<file path="src/rtl/core/assert_macros.svh">
// assertion macros shared by the hash block modules
`ifndef ASSERT_MACROS_SVH
`define ASSERT_MACROS_SVH

// condition must hold at every edge outside reset
`define TCFH_ASSERT(lbl, cond) \
   lbl: assert property (@(posedge clock) disable iff (reset) (cond)) \
      else $error("check failed: %m");

// antecedent implies consequent in the same cycle
`define TCFH_ASSERT_IMP(lbl, ante, cons) \
   lbl: assert property (@(posedge clock) disable iff (reset) (ante) |-> (cons)) \
      else $error("check failed: %m");

// antecedent implies consequent in the next cycle
`define TCFH_ASSERT_NEXT(lbl, ante, cons) \
   lbl: assert property (@(posedge clock) disable iff (reset) (ante) |=> (cons)) \
      else $error("check failed: %m");

`endif

</file>
<file path="src/rtl/core/tcfh_pkg.sv">
// types, constants and functions of the trimmed case-folded fnv-1a 64 hash
package tcfh_pkg;

   localparam int MAX_FIELD_BYTES = 1024;
   localparam int PEND_W = $clog2(MAX_FIELD_BYTES + 1);

   localparam logic [63:0] FNV_BASIS = 64'hCBF29CE484222325;
   localparam logic [7:0] SEP_CHAR = 8'h7C;
   localparam logic [7:0] SPACE_CHAR = 8'h20;
   localparam logic [7:0] NUL_CHAR = 8'h00;
   localparam logic [7:0] CASE_DIFF = 8'h20;
   localparam logic [7:0] LOWER_A = 8'h61;
   localparam logic [7:0] LOWER_Z = 8'h7A;

   localparam logic [1:0] MODE_BYTE = 2'd0;
   localparam logic [1:0] MODE_FIELD_END = 2'd1;
   localparam logic [1:0] MODE_RECORD_END = 2'd2;

   typedef enum logic [1:0] {
      PHASE_LEAD,
      PHASE_TEXT,
      PHASE_DONE
   } phase_type;

   typedef enum logic [3:0] {
      OP_NONE,
      OP_MIX_IN,
      OP_HOLD,
      OP_MIX_SPACE,
      OP_MIX_HELD,
      OP_SPACE,
      OP_NUL,
      OP_END_FIELD,
      OP_END_RECORD
   } op_type;

   typedef enum logic [1:0] {
      ST_IDLE,
      ST_FLUSH,
      ST_END_WAIT
   } ctrl_state_type;

   typedef struct packed {
      op_type op;
   } dp_cmd_type;

   typedef struct packed {
      logic phase_done;
      logic byte_nul;
      logic byte_space;
      logic pend_zero;
      logic out_free;
   } dp_stat_type;

   // fnv-1a step: xor then multiply by prime 2^40 + 0x1b3, as shift-add
   function automatic logic [63:0] fnv_mix(input logic [63:0] h, input logic [7:0] b);
      logic [63:0] x;
      x = h ^ {56'd0, b};
      return (x << 40) + (x << 8) + (x << 7) + (x << 5) + (x << 4) + (x << 1) + x;
   endfunction

   function automatic logic [7:0] fold_upper(input logic [7:0] b);
      return (b >= LOWER_A && b <= LOWER_Z) ? b - CASE_DIFF : b;
   endfunction

endpackage

</file>
<file path="src/rtl/core/tcfh_if.sv">
// valid/ready channel interfaces for request bytes and hash results
interface tcfh_req_if;
   logic       valid;
   logic       ready;
   logic [1:0] mode;
   logic [7:0] data_byte;

   modport source (output valid, output mode, output data_byte, input ready);
   modport sink (input valid, input mode, input data_byte, output ready);
endinterface

interface tcfh_rsp_if;
   logic        valid;
   logic        ready;
   logic [63:0] hash_value;
   logic        identity_found;

   modport source (output valid, output hash_value, output identity_found, input ready);
   modport sink (input valid, input hash_value, input identity_found, output ready);
endinterface

</file>
<file path="src/rtl/core/tcfh_dp.sv">
// datapath: running hash, field trim state, held byte and result register
`include "assert_macros.svh"

module tcfh_dp (
   input  logic                 clock,
   input  logic                 reset,
   input  logic [7:0]           data_byte,
   input  tcfh_pkg::dp_cmd_type cmd,
   output tcfh_pkg::dp_stat_type stat,
   tcfh_rsp_if.source           rsp
);

   logic [63:0]                hash_ff, hash_in;
   logic                       seen_ff, seen_in;
   tcfh_pkg::phase_type        phase_ff, phase_in;
   logic [tcfh_pkg::PEND_W-1:0] pend_ff, pend_in;
   logic [7:0]                 held_ff, held_in;
   logic                       rsp_valid_ff, rsp_valid_in;
   logic [63:0]                rsp_hash_ff, rsp_hash_in;
   logic                       rsp_found_ff, rsp_found_in;
   logic [7:0]                 mix_byte;
   logic [63:0]                mix_out;
   logic                       load_rsp;

   // one shared mixer, byte picked by the command
   always_comb begin
      case (cmd.op)
         tcfh_pkg::OP_MIX_IN:    mix_byte = tcfh_pkg::fold_upper(data_byte);
         tcfh_pkg::OP_MIX_SPACE: mix_byte = tcfh_pkg::SPACE_CHAR;
         tcfh_pkg::OP_MIX_HELD:  mix_byte = held_ff;
         default:                mix_byte = tcfh_pkg::SEP_CHAR;
      endcase
   end

   assign mix_out = tcfh_pkg::fnv_mix(hash_ff, mix_byte);

   always_comb begin
      hash_in      = hash_ff;
      seen_in      = seen_ff;
      phase_in     = phase_ff;
      pend_in      = pend_ff;
      held_in      = held_ff;
      rsp_hash_in  = rsp_hash_ff;
      rsp_found_in = rsp_found_ff;
      load_rsp     = 1'b0;
      unique case (cmd.op)
         tcfh_pkg::OP_NONE: begin
         end
         tcfh_pkg::OP_MIX_IN, tcfh_pkg::OP_MIX_HELD: begin
            hash_in  = mix_out;
            seen_in  = 1'b1;
            phase_in = tcfh_pkg::PHASE_TEXT;
         end
         tcfh_pkg::OP_HOLD: begin
            held_in = tcfh_pkg::fold_upper(data_byte);
         end
         tcfh_pkg::OP_MIX_SPACE: begin
            hash_in = mix_out;
            pend_in = pend_ff - 1'b1;
         end
         tcfh_pkg::OP_SPACE: begin
            if (phase_ff == tcfh_pkg::PHASE_TEXT &&
                pend_ff < tcfh_pkg::PEND_W'(tcfh_pkg::MAX_FIELD_BYTES)) begin
               pend_in = pend_ff + 1'b1;
            end
         end
         tcfh_pkg::OP_NUL: begin
            phase_in = tcfh_pkg::PHASE_DONE;
            pend_in  = '0;
         end
         tcfh_pkg::OP_END_FIELD: begin
            hash_in  = mix_out;
            phase_in = tcfh_pkg::PHASE_LEAD;
            pend_in  = '0;
         end
         tcfh_pkg::OP_END_RECORD: begin
            load_rsp     = 1'b1;
            rsp_hash_in  = seen_ff ? mix_out : 64'd0;
            rsp_found_in = seen_ff;
            hash_in      = tcfh_pkg::FNV_BASIS;
            seen_in      = 1'b0;
            phase_in     = tcfh_pkg::PHASE_LEAD;
            pend_in      = '0;
         end
         default: begin
         end
      endcase
      rsp_valid_in = load_rsp | (rsp_valid_ff & ~rsp.ready);
   end

   always_ff @(posedge clock) begin
      if (reset) begin
         hash_ff      <= tcfh_pkg::FNV_BASIS;
         seen_ff      <= 1'b0;
         phase_ff     <= tcfh_pkg::PHASE_LEAD;
         pend_ff      <= '0;
         rsp_valid_ff <= 1'b0;
      end else begin
         hash_ff      <= hash_in;
         seen_ff      <= seen_in;
         phase_ff     <= phase_in;
         pend_ff      <= pend_in;
         rsp_valid_ff <= rsp_valid_in;
      end
      held_ff      <= held_in;
      rsp_hash_ff  <= rsp_hash_in;
      rsp_found_ff <= rsp_found_in;
   end

   assign stat.phase_done = (phase_ff == tcfh_pkg::PHASE_DONE);
   assign stat.byte_nul   = (data_byte == tcfh_pkg::NUL_CHAR);
   assign stat.byte_space = (data_byte == tcfh_pkg::SPACE_CHAR);
   assign stat.pend_zero  = (pend_ff == '0);
   assign stat.out_free   = ~rsp_valid_ff | rsp.ready;

   assign rsp.valid          = rsp_valid_ff;
   assign rsp.hash_value     = rsp_hash_ff;
   assign rsp.identity_found = rsp_found_ff;

   `TCFH_ASSERT(pend_in_range, pend_ff <= tcfh_pkg::PEND_W'(tcfh_pkg::MAX_FIELD_BYTES))
   `TCFH_ASSERT_IMP(pend_only_in_text, pend_ff != '0, phase_ff == tcfh_pkg::PHASE_TEXT)
   `TCFH_ASSERT_NEXT(space_flush_counts, cmd.op == tcfh_pkg::OP_MIX_SPACE, pend_ff == $past(pend_ff) - 1'b1)
   `TCFH_ASSERT_IMP(rsp_zero_without_text, rsp_valid_ff && !rsp_found_ff, rsp_hash_ff == 64'd0)

endmodule

</file>
<file path="src/rtl/core/tcfh_ctrl.sv">
// controller: request handshake and command sequencing for the datapath
`include "assert_macros.svh"

module tcfh_ctrl (
   input  logic                  clock,
   input  logic                  reset,
   tcfh_req_if.sink              req,
   input  tcfh_pkg::dp_stat_type stat,
   output tcfh_pkg::dp_cmd_type  cmd
);

   tcfh_pkg::ctrl_state_type state_ff, state_in;
   logic                     take;

   always_ff @(posedge clock) begin
      if (reset) begin
         state_ff <= tcfh_pkg::ST_IDLE;
      end else begin
         state_ff <= state_in;
      end
   end

   always_comb begin
      state_in  = state_ff;
      cmd.op    = tcfh_pkg::OP_NONE;
      req.ready = 1'b0;
      take      = 1'b0;
      unique case (state_ff)
         tcfh_pkg::ST_IDLE: begin
            req.ready = 1'b1;
            take      = req.valid;
            if (take) begin
               case (req.mode)
                  tcfh_pkg::MODE_BYTE: begin
                     if (stat.phase_done) begin
                        cmd.op = tcfh_pkg::OP_NONE;
                     end else if (stat.byte_nul) begin
                        cmd.op = tcfh_pkg::OP_NUL;
                     end else if (stat.byte_space) begin
                        cmd.op = tcfh_pkg::OP_SPACE;
                     end else if (stat.pend_zero) begin
                        cmd.op = tcfh_pkg::OP_MIX_IN;
                     end else begin
                        cmd.op   = tcfh_pkg::OP_HOLD;
                        state_in = tcfh_pkg::ST_FLUSH;
                     end
                  end
                  tcfh_pkg::MODE_FIELD_END: begin
                     cmd.op = tcfh_pkg::OP_END_FIELD;
                  end
                  tcfh_pkg::MODE_RECORD_END: begin
                     if (stat.out_free) begin
                        cmd.op = tcfh_pkg::OP_END_RECORD;
                     end else begin
                        state_in = tcfh_pkg::ST_END_WAIT;
                     end
                  end
                  default: begin
                  end
               endcase
            end
         end
         tcfh_pkg::ST_FLUSH: begin
            if (!stat.pend_zero) begin
               cmd.op = tcfh_pkg::OP_MIX_SPACE;
            end else begin
               cmd.op   = tcfh_pkg::OP_MIX_HELD;
               state_in = tcfh_pkg::ST_IDLE;
            end
         end
         tcfh_pkg::ST_END_WAIT: begin
            if (stat.out_free) begin
               cmd.op   = tcfh_pkg::OP_END_RECORD;
               state_in = tcfh_pkg::ST_IDLE;
            end
         end
         default: begin
            state_in = tcfh_pkg::ST_IDLE;
         end
      endcase
   end

   `TCFH_ASSERT_NEXT(hold_enters_flush, cmd.op == tcfh_pkg::OP_HOLD, state_ff == tcfh_pkg::ST_FLUSH)
   `TCFH_ASSERT_NEXT(flush_keeps_going, state_ff == tcfh_pkg::ST_FLUSH && !stat.pend_zero, state_ff == tcfh_pkg::ST_FLUSH)
   `TCFH_ASSERT_IMP(end_wait_needs_free, cmd.op == tcfh_pkg::OP_END_RECORD, stat.out_free)

endmodule

</file>
<file path="src/rtl/core/trimmed_casefold_fnv1a64_hash.sv">
// top level: trimmed, case-folded fnv-1a 64 hash over records of text fields
// latency: a record end transfer shows its result on rsp the next cycle, or the
//   cycle after a result still waiting in the output register transfers
// throughput: one byte or field end per cycle while not busy; a text byte that follows
//   held spaces holds off req while the shared mixer takes each space, then the byte
// reset: synchronous, active high; hash back to the offset basis, no result pending
`include "assert_macros.svh"

module trimmed_casefold_fnv1a64_hash (
   input  logic        clock,
   input  logic        reset,
   tcfh_req_if.sink    req_bus,
   tcfh_rsp_if.source  rsp_bus
);

   // command and status between sequencer and datapath
   tcfh_pkg::dp_cmd_type  cmd;
   tcfh_pkg::dp_stat_type stat;

   // sequencer: takes request transfers, turns held space runs into
   // one mixer step per space, waits on a busy result register
   tcfh_ctrl u_ctrl (
      .clock (clock),
      .reset (reset),
      .req   (req_bus),
      .stat  (stat),
      .cmd   (cmd)
   );

   // datapath: single fnv mixer (prime as shift-add), trim state,
   // pending space count and the result register on the rsp side
   tcfh_dp u_dp (
      .clock     (clock),
      .reset     (reset),
      .data_byte (req_bus.data_byte),
      .cmd       (cmd),
      .stat      (stat),
      .rsp       (rsp_bus)
   );

   // a result transfer only leaves after a record end was seen
   `TCFH_ASSERT_IMP(no_rsp_from_reset, $past(reset), !rsp_bus.valid)
   `TCFH_ASSERT_NEXT(rsp_after_record_end, cmd.op == tcfh_pkg::OP_END_RECORD, rsp_bus.valid)
   `TCFH_ASSERT_IMP(found_flag_matches_hash, rsp_bus.valid && rsp_bus.hash_value != 64'd0, rsp_bus.identity_found)

endmodule

</file>
<file path="src/flat_wrapper.sv">
// flat-port wrapper written by rule: the top's interface ports become plain ports
module trimmed_casefold_fnv1a64_hash_flat 
  (clock, reset, req_bus_valid, req_bus_mode, req_bus_data_byte, req_bus_ready, rsp_bus_valid, rsp_bus_hash_value, rsp_bus_identity_found, rsp_bus_ready);
  tcfh_req_if req_bus_i ();
  tcfh_rsp_if rsp_bus_i ();
  input  logic clock;
  input  logic reset;
  input wire logic [$bits(req_bus_i.valid)-1:0] req_bus_valid;
  input wire logic [$bits(req_bus_i.mode)-1:0] req_bus_mode;
  input wire logic [$bits(req_bus_i.data_byte)-1:0] req_bus_data_byte;
  output wire logic [$bits(req_bus_i.ready)-1:0] req_bus_ready;
  output wire logic [$bits(rsp_bus_i.valid)-1:0] rsp_bus_valid;
  output wire logic [$bits(rsp_bus_i.hash_value)-1:0] rsp_bus_hash_value;
  output wire logic [$bits(rsp_bus_i.identity_found)-1:0] rsp_bus_identity_found;
  input wire logic [$bits(rsp_bus_i.ready)-1:0] rsp_bus_ready;
  assign req_bus_i.valid = req_bus_valid;
  assign req_bus_i.mode = req_bus_mode;
  assign req_bus_i.data_byte = req_bus_data_byte;
  assign req_bus_ready = req_bus_i.ready;
  assign rsp_bus_valid = rsp_bus_i.valid;
  assign rsp_bus_hash_value = rsp_bus_i.hash_value;
  assign rsp_bus_identity_found = rsp_bus_i.identity_found;
  assign rsp_bus_i.ready = rsp_bus_ready;
  trimmed_casefold_fnv1a64_hash u_core (.clock(clock), .reset(reset), .req_bus(req_bus_i), .rsp_bus(rsp_bus_i));
endmodule
</file>
<file path="config.mk">
export PLATFORM = sky130hd
export DESIGN_NAME = trimmed_casefold_fnv1a64_hash_flat
export DESIGN_NICKNAME = d
export VERILOG_FILES = /design/src/rtl/core/tcfh_pkg.sv /design/src/rtl/core/tcfh_if.sv /design/src/rtl/core/tcfh_dp.sv /design/src/rtl/core/tcfh_ctrl.sv /design/src/rtl/core/trimmed_casefold_fnv1a64_hash.sv /design/src/flat_wrapper.sv
export VERILOG_INCLUDE_DIRS = /design/src /design/src/rtl/core
export SDC_FILE = /design/constraint.sdc
export NUM_CORES = 1
export LEC_CHECK = 0
export ABC_AREA = 1
export BUFFER_PORTS_ARGS = -buffer_cell sky130_fd_sc_hd__buf_2
export CAP_MARGIN = 25
export CORE_MARGIN = 4
export CORE_UTILIZATION = 45
export CTS_CLUSTER_DIAMETER = 150
export DETAILED_ROUTE_END_ITERATION = 6
export HOLD_SLACK_MARGIN = 0.15
export PLACE_DENSITY_LB_ADDON = 0.12
export SETUP_SLACK_MARGIN = 0.2
export SLEW_MARGIN = 20
export SYNTH_ARGS = -nofsm -noshare
export SYNTH_HDL_FRONTEND = slang
export SYNTH_HIERARCHICAL = 1
export SYNTH_SLANG_ARGS = --single-unit
</file>
<file path="constraint.sdc">
create_clock -name clock -period 21 [get_ports clock]
set_clock_uncertainty 0.05 [all_clocks]
set_input_delay 3.15 -clock clock [delete_from_list [all_inputs] [get_ports clock]]
set_output_delay 3.15 -clock clock [all_outputs]
set_load 0.02 [all_outputs]
</file>
Word-level counts from Yosys, hierarchy flattened
Cells that the tools add are included.
{"block": "word_totals", "register_bits": 154, "inputBits": 14, "wordCells": 96}
{"block": "classes", "add_sub_neg": 9, "magnitude_cmp": 3, "n_eq_ne": 25, "muxes": 28, "n_bitwise": 6, "reduce_logical": 16}
{"operator": "$add 64x64->64", "count": 6}
{"operator": "$pmux 64 s2", "count": 1}
{"operator": "$xor 64x8->64", "count": 1}
{"operator": "$pmux 11 s3", "count": 1}
{"operator": "$pmux 4 s3", "count": 2}
{"operator": "$pmux 8 s3", "count": 1}
{"operator": "$mux 2", "count": 9}
{"operator": "$eq 4x3->1 const B", "count": 4}
{"operator": "$ne 3x3->1 const B", "count": 5}
{"operator": "$mux 3", "count": 4}
{"operator": "$pmux 2 s3", "count": 2}
{"operator": "$add 11x1->11 const B", "count": 1}
{"operator": "$logic_not 11->1", "count": 1}
{"operator": "$lt 11x11->1 const B", "count": 1}
{"operator": "$mux 11", "count": 1}
{"operator": "$sub 11x1->11 const B", "count": 1}
{"operator": "$reduce_and 9->1", "count": 1}
{"operator": "$eq 4x2->1 const B", "count": 2}
{"operator": "$eq 8x6->1 const B", "count": 1}
{"operator": "$ge 8x7->1 const B", "count": 1}
{"operator": "$le 8x7->1 const B", "count": 1}
{"operator": "$logic_not 8->1", "count": 1}
{"operator": "$mux 4", "count": 2}
{"operator": "$mux 8", "count": 1}
{"operator": "22 further kinds", "count": 36}

Logic depth before layout (Yosys ltp)
Gate-level depths: netlist of the first run.
{"block": "depth", "word_depth": 18, "depth_mapped": 42, "ltp_nobuf": 42}

Hierarchy
Netlist of the first run, hierarchy kept.
{"mod": "tcfh_dp", "n_inst": 1, "cells_per_inst": 2479, "area_each_um2": 18446.4, "seq_area_each_um2": 3773.6}
{"mod": "tcfh_ctrl", "n_inst": 1, "cells_per_inst": 63, "area_each_um2": 319.1, "seq_area_each_um2": 40.0}

Least setup slack after synthesis of the first run
Ideal clock, no wire load.
{"block": "synth_timing", "path_kind": "in2reg", "start": "in req_bus_data_byte[6]", "end": "reg u_core.u_dp.rsp_hash_ff[30], in the netlist u_core/u_dp/rsp.hash_value[30], data pin", "setup_time_ns": 0.266, "arrival_time_ns": 8.642, "t_required_ns": 20.684, "setup_slack_ns": 12.042, "cell_stages": 33, "n_path_buf": 0, "path_cell_list": "inv_1 > ha_1 > nand3_1 > nor2_1 > or2_2 > a21oi_1 > o21ai_0 > nand2_1 > nor2_1 > nand2_1 > clkinv_1 > nand2_1 > o21ai_0 > xnor2_1 > inv_1 > fa_1 > inv_1 > fa_1 > inv_1 > fa_1 > ha_1 > ha_1 > nand2_1 > inv_1 > nand2_1 > nand2_1 > nand2_1 > nand3_1 > nand2_1 > nand3_1 > or2_2 > nand2_1 > nor2_1"}
{"element": "from (decl)", "line": "flat_wrapper.sv:10", "source": "input wire logic [$bits(req_bus_i.data_byte)-1:0] req_bus_data_byte;"}
{"element": "to (signal assigned)", "line": "tcfh_dp.sv:106", "source": "rsp_hash_ff <= rsp_hash_in;"}
{"element": "to (decl)", "line": "tcfh_dp.sv:19", "source": "logic [63:0] rsp_hash_ff, rsp_hash_in;"}

==> impl_results.md, run 1 <==
* Status: completed
* Most frequent cells in the layout: nand2_1 (768), inv_1 (616), fa_1 (248)
* Die width at ~210 µm
* Launch point of the critical path: req_bus_data_byte[1]
* Starting Density at 0.458
* CP most frequent cell: nand2_1
* Hold Crit Start: u_core/u_dp/hash_ff[3]
* Drt pass-1 iters at 5
* Worst EP required at between 20 and 25 ns
* CTS buffer count at 17
* Max incr delay on CP at 0.55 ns
* Row Count at 74
* Post-synth EDFFs at 73
* H-Tree Depth at 4
* Final hold vios at 0
* Reg clk slew, reported paths at 0.07 ns
* Largest net degree at the start of global routing at 68
* Final min period at 9.67 ns
* Syn_nets at 2923
* Wire per inst at about 19 µm
* Final RePlAce weighted congestion at 1.03
* Commonest non-fill, non-tap cell in the layout: nand2_1
* Worst-Margin Slew at 1.08 ns
* Share of cells above drive strength 1 at 0.0582
* Final max-slew violation count at 0
* # DRC at 0
* Fin crit share at 0.460
* Worst path slowest cell: fa_1
* CTS tree: done
* Max Clk Rate at a little over 100 MHz
* Clock Latency Late Sink at 0.50 ns
* Number of max-cap violations at 0
* Final setup margin at 11.33 ns
* DP HPWL at 50.1 mm
* CTS-repair resized insts at 0
* Crit end category: register
* Rel. slew slack at 0.283
* Total number of vias at 16045
* Area growth from synthesis to layout at 8.49%
* Worst hold path type: reg2reg
* Synth Flop Type: dfxtp_1
* Final core utilization at 0.496
* Worst Hold End: u_core/u_dp/hash_ff[3]
* RR Endpoint: u_core/u_dp/hash_ff[31]
* Vias/cell at 5.07
* First-pass GRT wire length at around 95 mm
* Initial antenna violation count at 0
* Mean cell area of the mapped netlist at 7.38 µm²
* Final instance count without filler cells at 3163
* Sequential area share after synthesis at 0.203
* Grt ovf at 0
* Synth Instances at roughly 2500
* Clock Tree Buf Depth at 2
* RSZ-0062 raised after global routing: no
* GRT Total Usage at 0.284
* Routed Wire Length at ~61 mm
* Fill count at 4219
* Worst reg2reg path startpoint: u_core/u_dp/pend_ff[4]
* Worst hold stages at 2
* Synthesized area at around 19000 µm²
* # Post-CTS Setup Buffers at 0
* Critical path class: in2reg
* Reg2reg path depth at 35
* Post-route ant nets at 0
* Final Setup Violations at 0
* Worst path bufs/invs at 8
* 1st-iter DRT viols at 1205
* Top Family by Delay on Critical Path: simple AND/OR/NAND/NOR gates
* Post-synth ARST share at 0
* Startpoint class of the critical path: input pin
* Vias in the first global route at 16167
* CP Data Arrival Time at roughly 10 ns
* Chip height at ~210 µm
* Core box area at 41000 µm²
* R2R Setup Slk at roughly 13 ns
* CTS root buffer: clkbuf_16
* Placed instance count at 3130
* Port bufs at 80
* Diode count at 0
* Seq. cell area at 3810 µm²
* Setup TNS at 0 ns
* Number of I/O pins at just over 80
* Die area at 45000 µm²
* Nets at 2999
* Pre-CTS setup slack at 10.41 ns
* Number of clock sinks at 154
* Cts-stage hold buffer count at 0
* Multi-input combinational cell area at around 12000 µm²
* Syn. warnings at 6
* Crit Path Max Fanout at 8
* #FFs+latches synth at 154
* Synth cell types at 43
[cells in the mapped netlist, types with 3 or more instances]
library cell / n / area share
nand3_1: 130 / 0.035
inv_2: 6 / 0.0012
nand4_1: 16 / 0.0053
nand2_1: 768 / 0.15
nor2_2: 4 / 0.0013
nor2_1: 176 / 0.035
fa_1: 248 / 0.26
a21oi_1: 112 / 0.030
o211ai_1: 3 / 0.0012
o21bai_1: 6 / 0.0024
nor3_1: 19 / 0.0051
dfxtp_1: 81 / 0.086
ha_1: 119 / 0.079
edfxtp_1: 73 / 0.12
xor2_1: 22 / 0.010
xnor2_1: 20 / 0.0093
buf_2: 6 / 0.0016
o22ai_1: 9 / 0.0030
clkbuf_1: 22 / 0.0044
o21ai_0: 18 / 0.0048
and2_1: 9 / 0.0030
inv_1: 619 / 0.12
nor4_1: 7 / 0.0023
or2_2: 11 / 0.0037
nand2_2: 4 / 0.0013
a21o_1: 5 / 0.0020
nand3b_1: 4 / 0.0016
o21ai_1: 5 / 0.0013
[metrics by stage]
step,hold slack (ns),cell area (µm²)
2_1_floorplan,0.356,18800
3_3_place_gp,0.410,19800
3_5_place_dp,0.414,19800
4_1_cts,0.425,20300
5_1_grt,0.454,20400
6_report,0.419,20400
[metal layers]
metal	GRT usage	share of wire	vias up
li1	-	-	7764
met1	0.391	0.45	7710
met2	0.445	0.45	472
met3	0.0587	0.063	97
met4	0.106	0.038	2
met5	0.00862	0.00080	-
[tightest hold or removal path: stages, from the launching register on]
cell	delay (ns)
dfxtp_1	0.31
nand2_1	0.06
a21oi_1	0.06
[logic make-up after synthesis]
kind of cell / count (synthesis) / synth area share
AND/OR/NAND/NOR: 1161 / 0.255
buffers and inverters: 656 / 0.132
adder cells (fa/ha/maj): 367 / 0.344
AO/OA/AOI/OAI: 161 / 0.0459
flip-flops: 154 / 0.203
XOR/XNOR: 43 / 0.0205
[state kept, by name (all words and copies together), names as in the netlist]
register and cells:
u_core/u_ctrl/state_ff 2, u_core/u_dp/held_ff 8, u_core/u_dp/phase_ff 2, u_core/u_dp/rsp.identity_found 1, u_core/u_dp/pend_ff 11, u_core/u_dp/rsp.valid 1
u_core/u_dp/seen_ff 1, u_core/u_dp/hash_ff 64, u_core/u_dp/rsp.hash_value 64
[worst max path at each step]
stage	end	slack (ns)	depth (start not counted)
global route	u_core/u_dp/hash_ff[31]	10.72	39
CTS	u_core/u_dp/hash_ff[31]	10.97	36
detailed placement	u_core/u_dp/hash_ff[31]	10.41	36
finish	u_core/u_dp/hash_ff[31]	11.33	37
floorplan	u_core/u_dp/rsp.hash_value[30]	12.04	33
global placement	u_core/u_dp/rsp.hash_value[52]	10.48	33
[layout make-up]
class	count	area share
well taps	532	0.0327
inverters	626	0.115
clock buffers	19	0.0213
repair buffers	87	0.0223
clock inverters	13	0.00817
flip-flops and latches	154	0.187
multi-input cells	1732	0.613
Power of run 1 is not shown: default switching activity piles up to over one toggle a cycle in this logic, so the estimate is an artifact.
==> run 2, diff against run 1 <==
clock period = 7.75 ns   (was 21 ns; I/O delays follow)
==> run 2 against run 1 <==
  * Die area is the same
  * Via count increased by 0.74%
  * Flip-flop and latch count unchanged
  * Clock-buffer cell count is 2 lower
  * Wire length barely moved
  * Utilization grew 0.29 points
  * Register-to-register slack got worse by 12 ns
  * Hold slack improved by 0.0025 ns
  * Sequential share of layout area decreased by 0.11 points
  * Non-clock buffer count up 10
==> impl_results.md, run 2 (same netlist as run 1, synthesis figures left out) <==
* RSZ-0062 raised after global routing: no
* Fin crit share at 0.913
* Number of I/O pins at 81
* Reg2reg path depth at 32
* DP HPWL at around 50 mm
* R2R Setup Slk at 0.90 ns
* Hold Crit Start: u_core/u_dp/hash_ff[3]
* CTS root buffer: clkbuf_16
* Worst Hold End: u_core/u_dp/hash_ff[3]
* Final setup margin at 0.674 ns
* 1st-iter DRT viols at between 1000 and 1500
* Final instance count without filler cells at 3173
* Pre-CTS setup slack at 0.129 ns
* H-Tree Depth at 4
* RR Endpoint: u_core/u_dp/rsp.hash_value[60]
* Fill count at 4200
* Startpoint class of the critical path: input pin
* CTS buffer count at 17
* Final RePlAce weighted congestion at 0.974
* Die area at 45000 µm²
* CP Data Arrival Time at around 7.3 ns
* Final min period at 7.08 ns
* Row Count at 74
* # DRC at 0
* Routed Wire Length at 61.3 mm
* Number of clock sinks at 154
* Nets at between 3000 and 4000
* Crit Path Max Fanout at 6
* Area growth from synthesis to layout at 9.12%
* Commonest non-fill, non-tap cell in the layout: nand2_1
* Core box area at 41000 µm²
* Worst-Margin Slew at around 0.96 ns
* Worst path slowest cell: fa_1
* Grt ovf at 0
* Chip height at ~210 µm
* Initial antenna violation count at 0
* Reg clk slew, reported paths at 0.07 ns
* Final max-slew violation count at 0
* Worst hold path type: reg2reg
* Vias/cell at 5.09
* Setup TNS at 0 ns
* Vias in the first global route at roughly 16000
* Number of max-cap violations at 0
* Max incr delay on CP at 0.48 ns
* Drt pass-1 iters at 5
* CP most frequent cell: nand2_1
* Largest net degree at the start of global routing at 67
* Worst hold stages at 2
* # Post-CTS Setup Buffers at 0
* Critical path class: in2reg
* Post-route ant nets at 0
* Share of cells above drive strength 1 at 0.0636
* Starting Density at 0.458
* Crit end category: register
* First-pass GRT wire length at 93.9 mm
* Max Clk Rate at 141 MHz
* CTS-repair resized insts at 0
* Worst reg2reg path startpoint: u_core/u_dp/pend_ff[4]
* Final hold vios at 0
* Clock Tree Buf Depth at 2
* Total number of vias at 16163
* Final Setup Violations at 0
* Most frequent cells in the layout: nand2_1 (766), inv_1 (616), fa_1 (248)
* Die width at 212 µm
* CTS tree: done
* GRT Total Usage at 0.281
* Cts-stage hold buffer count at 0
* Worst EP required at 7.93 ns
* Port bufs at 80
* Rel. slew slack at 0.358
* Wire per inst at 19.3 µm
* Placed instance count at around 3100
* Status: completed
* Clock Latency Late Sink at roughly 0.5 ns
* Diode count at 0
* Final core utilization at 0.499
run 2: cell types whose count changed in the layout (fill, tap and decap cells not counted), sizes merged:
cell      previous run  this run
buf                 87        97
inv                628       633
clkinv               8         4
clkbuf              19        17
clkinvlp             0         2
bufinv               3         2
run 2: area by class of cell:
cell class | instances | area, µm² | area share
Inverter | 626 | 2350 | 0.115
Timing Repair Buffer | 97 | 561 | 0.0274
Tap cell | 532 | 666 | 0.0325
Clock inverter | 15 | 181 | 0.00886
Clock buffer | 17 | 425 | 0.0208
Sequential cell | 154 | 3810 | 0.186
Multi-Input combinational cell | 1732 | 12500 | 0.609
run 2: worst max-delay path: cells and delay by family:
| kind | cells | cell delay, ns |
|---|---|---|
| XOR/XNOR | 1 | 0.31 |
| AND/OR/NAND/NOR | 22 | 2.79 |
| adder cells (fa/ha/maj) | 6 | 2.10 |
| buffers and inverters | 5 | 0.51 |
| AO/OA/AOI/OAI | 2 | 0.35 |
run 2: worst max-delay path by stage:
stage / start / end / slack [ns]
6_report: req_bus_data_byte[6] / u_core/u_dp/rsp.hash_value[60] / 0.67
5_1_grt: req_bus_data_byte[6] / u_core/u_dp/rsp.hash_value[60] / 0.23
4_1_cts: req_bus_data_byte[6] / u_core/u_dp/rsp.hash_value[60] / 0.66
3_5_place_dp: req_bus_data_byte[6] / u_core/u_dp/rsp.hash_value[60] / 0.13
3_3_place_gp: req_bus_data_byte[1] / u_core/u_dp/rsp.hash_value[60] / 0.24
2_1_floorplan: req_bus_data_byte[6] / u_core/u_dp/rsp.hash_value[30] / 0.78
run 2: per-layer routing:
metal,wire length (µm),global-route usage,up-vias,part of all wire
met5,0,0,-,0
met4,1770,0.0873,0,0.029
met3,3580,0.0460,76,0.058
met2,28100,0.448,487,0.46
met1,27800,0.396,7820,0.45
li1,-,-,7780,-
run 2: metrics by stage:
| step | hold WS (ns) | cell area, µm² |
|---|---|---|
| after floorplan | 0.356 | 18800 |
| after global placement | 0.408 | 19800 |
| after detailed placement | 0.409 | 19800 |
| after CTS | 0.419 | 20400 |
| after global routing | 0.438 | 20500 |
| final | 0.422 | 20500 |
Power of run 2 is left out for the same reason.
==> run 3, diff against run 2 <==
BUFFER_PORTS_ARGS = -buffer_cell sky130_fd_sc_hd__buf_4   (was -buffer_cell sky130_fd_sc_hd__buf_2)
==> run 3 against run 2 <==
  * Die area unchanged
  * Non-clock buffer count decreased by 1
  * Clock-buffer cell count unchanged
  * Via count decreased by 0.32%
  * Hold slack got worse by 0.0022 ns
  * Final area increased by 0.66%
  * Utilization increased by 0.33 points
  * Critical endpoint unchanged
==> impl_results.md, run 3 (same netlist as run 1, synthesis figures left out) <==
* GRT met3 Usage at 0.0488
* Worst path slowest cell: fa_1
* Vias/cell at a little over 5
* First-pass GRT wire length at roughly 95 mm
* Drt pass-1 iters at 6
* Wire per inst at around 19 µm
* Worst hold path type: reg2reg
* Final Setup Violations at 0
* GRT Max-Usage Layer: met2
* Clock Tree Buf Depth at 2
* Startpoint class of the critical path: input pin
* Grt ovf at 0
* Rel. slew slack at 0.360
* Vias in the first global route at 16206
* # Post-CTS Setup Buffers at 0
* CTS tree: done
* Worst-Margin Slew at 0.959 ns
* Final hold vios at 0
* Area growth from synthesis to layout at 9.84%
* Most frequent cells in the layout: nand2_1 (767), inv_1 (616), fa_1 (248)
* Commonest non-fill, non-tap cell in the layout: nand2_1
* # DRC at 0
* Pre-CTS setup slack at 0.184 ns
* CTS root buffer: clkbuf_16
* RSZ-0062 raised after global routing: no
* Met2 usage at 0.448
* Largest net degree at the start of global routing at 67
* DP HPWL at ~51 mm
* Cts-stage hold buffer count at 0
* Total number of vias at roughly 16000
* Final core utilization at 0.503
* H-Tree Depth at 4
* Setup TNS at 0 ns
* Die area at 45000 µm²
* Max Clk Rate at 140 MHz
* Max incr delay on CP at ~0.5 ns
* Reg clk slew, reported paths at 0.08 ns
* Core box area at roughly 40000 µm²
* Routed Wire Length at 61.5 mm
* Starting Density at 0.458
* Initial antenna violation count at 0
* CP Data Arrival Time at 7.29 ns
* Fin crit share at 0.919
* Final max-slew violation count at 0
* Number of I/O pins at 81
* Crit Path Max Fanout at 6
* CP most frequent cell: nand2_1
* Clock Latency Late Sink at 0.50 ns
* Crit end category: register
* Final RePlAce weighted congestion at 1.02
* Status: completed
* R2R Setup Slk at 0.79 ns
* Reg2reg path depth at 33
* Port bufs at 80
* Nets at around 3000
* Final setup margin at 0.626 ns
* Met1 Use GR at 0.397
* Row Count at 74
* Diode count at 0
* Number of max-cap violations at 0
* Share of cells above drive strength 1 at 0.0629
* GRT Total Usage at 0.284
* Worst hold stages at 2
* Post-route ant nets at 0
* Worst EP required at 7.91 ns
* Die width at 212 µm
* Chip height at 212 µm
* CTS buffer count at 17
* Number of clock sinks at 154
* 1st-iter DRT viols at between 1000 and 1500
* Final min period at 7.12 ns
* Critical path class: in2reg
run 3: changes by cell type in the layout (fill, tap and decap cells not counted), moves of 2 or more:
cell,delta
inv_6,-3
buf_4,+80
buf_2,-80
bufinv_16,-2
clkinvlp_4,+3
run 3: per-stage QoR:
step	cells	area [µm²]	hold WS (ns)
2_1_floorplan	2542	18800	0.356
3_3_place_gp	3139	20000	0.411
3_5_place_dp	3139	20000	0.411
4_1_cts	3171	20600	0.422
5_1_grt	3172	20600	0.452
6_report	3172	20600	0.419
run 3: routing by layer:
layer  vias up  share of wire
li1       7778              -
met1      7735           0.45
met2       509           0.45
met3        89          0.061
met4         0          0.035
met5         -              0
run 3: worst max-delay path, delay by kind of cell:
| kind | cells | cell delay [ns] |
|---|---|---|
| AO/OA/AOI/OAI | 2 | 0.28 |
| adder cells (fa/ha/maj) | 5 | 2.16 |
| buffers and inverters | 6 | 0.48 |
| AND/OR/NAND/NOR | 23 | 3.18 |
run 3: timing repair:
item                       4_1_cts  5_1_grt
gates resized for setup          0        2
hold endpoints to repair         0        0
setup endpoints to repair        0       12
run 3: layout make-up:
cell class,instances,area (µm²)
multi-input combinational,1732,12500
timing repair buffer,96,741
sequential,154,3810
inverter,626,2350
fill,4198,20400
clock inverter,15,135
clock buffer,17,425
tap,532,666
run 3: worst paths after layout:
path                           from                              to
max            req_bus_data_byte[1]  u_core/u_dp/rsp.hash_value[60]
min reg2reg  u_core/u_dp/hash_ff[4]          u_core/u_dp/hash_ff[4]
min          u_core/u_dp/hash_ff[4]          u_core/u_dp/hash_ff[4]
max reg2reg  u_core/u_dp/pend_ff[4]  u_core/u_dp/rsp.hash_value[60]
Power of run 3 is left out for the same reason.
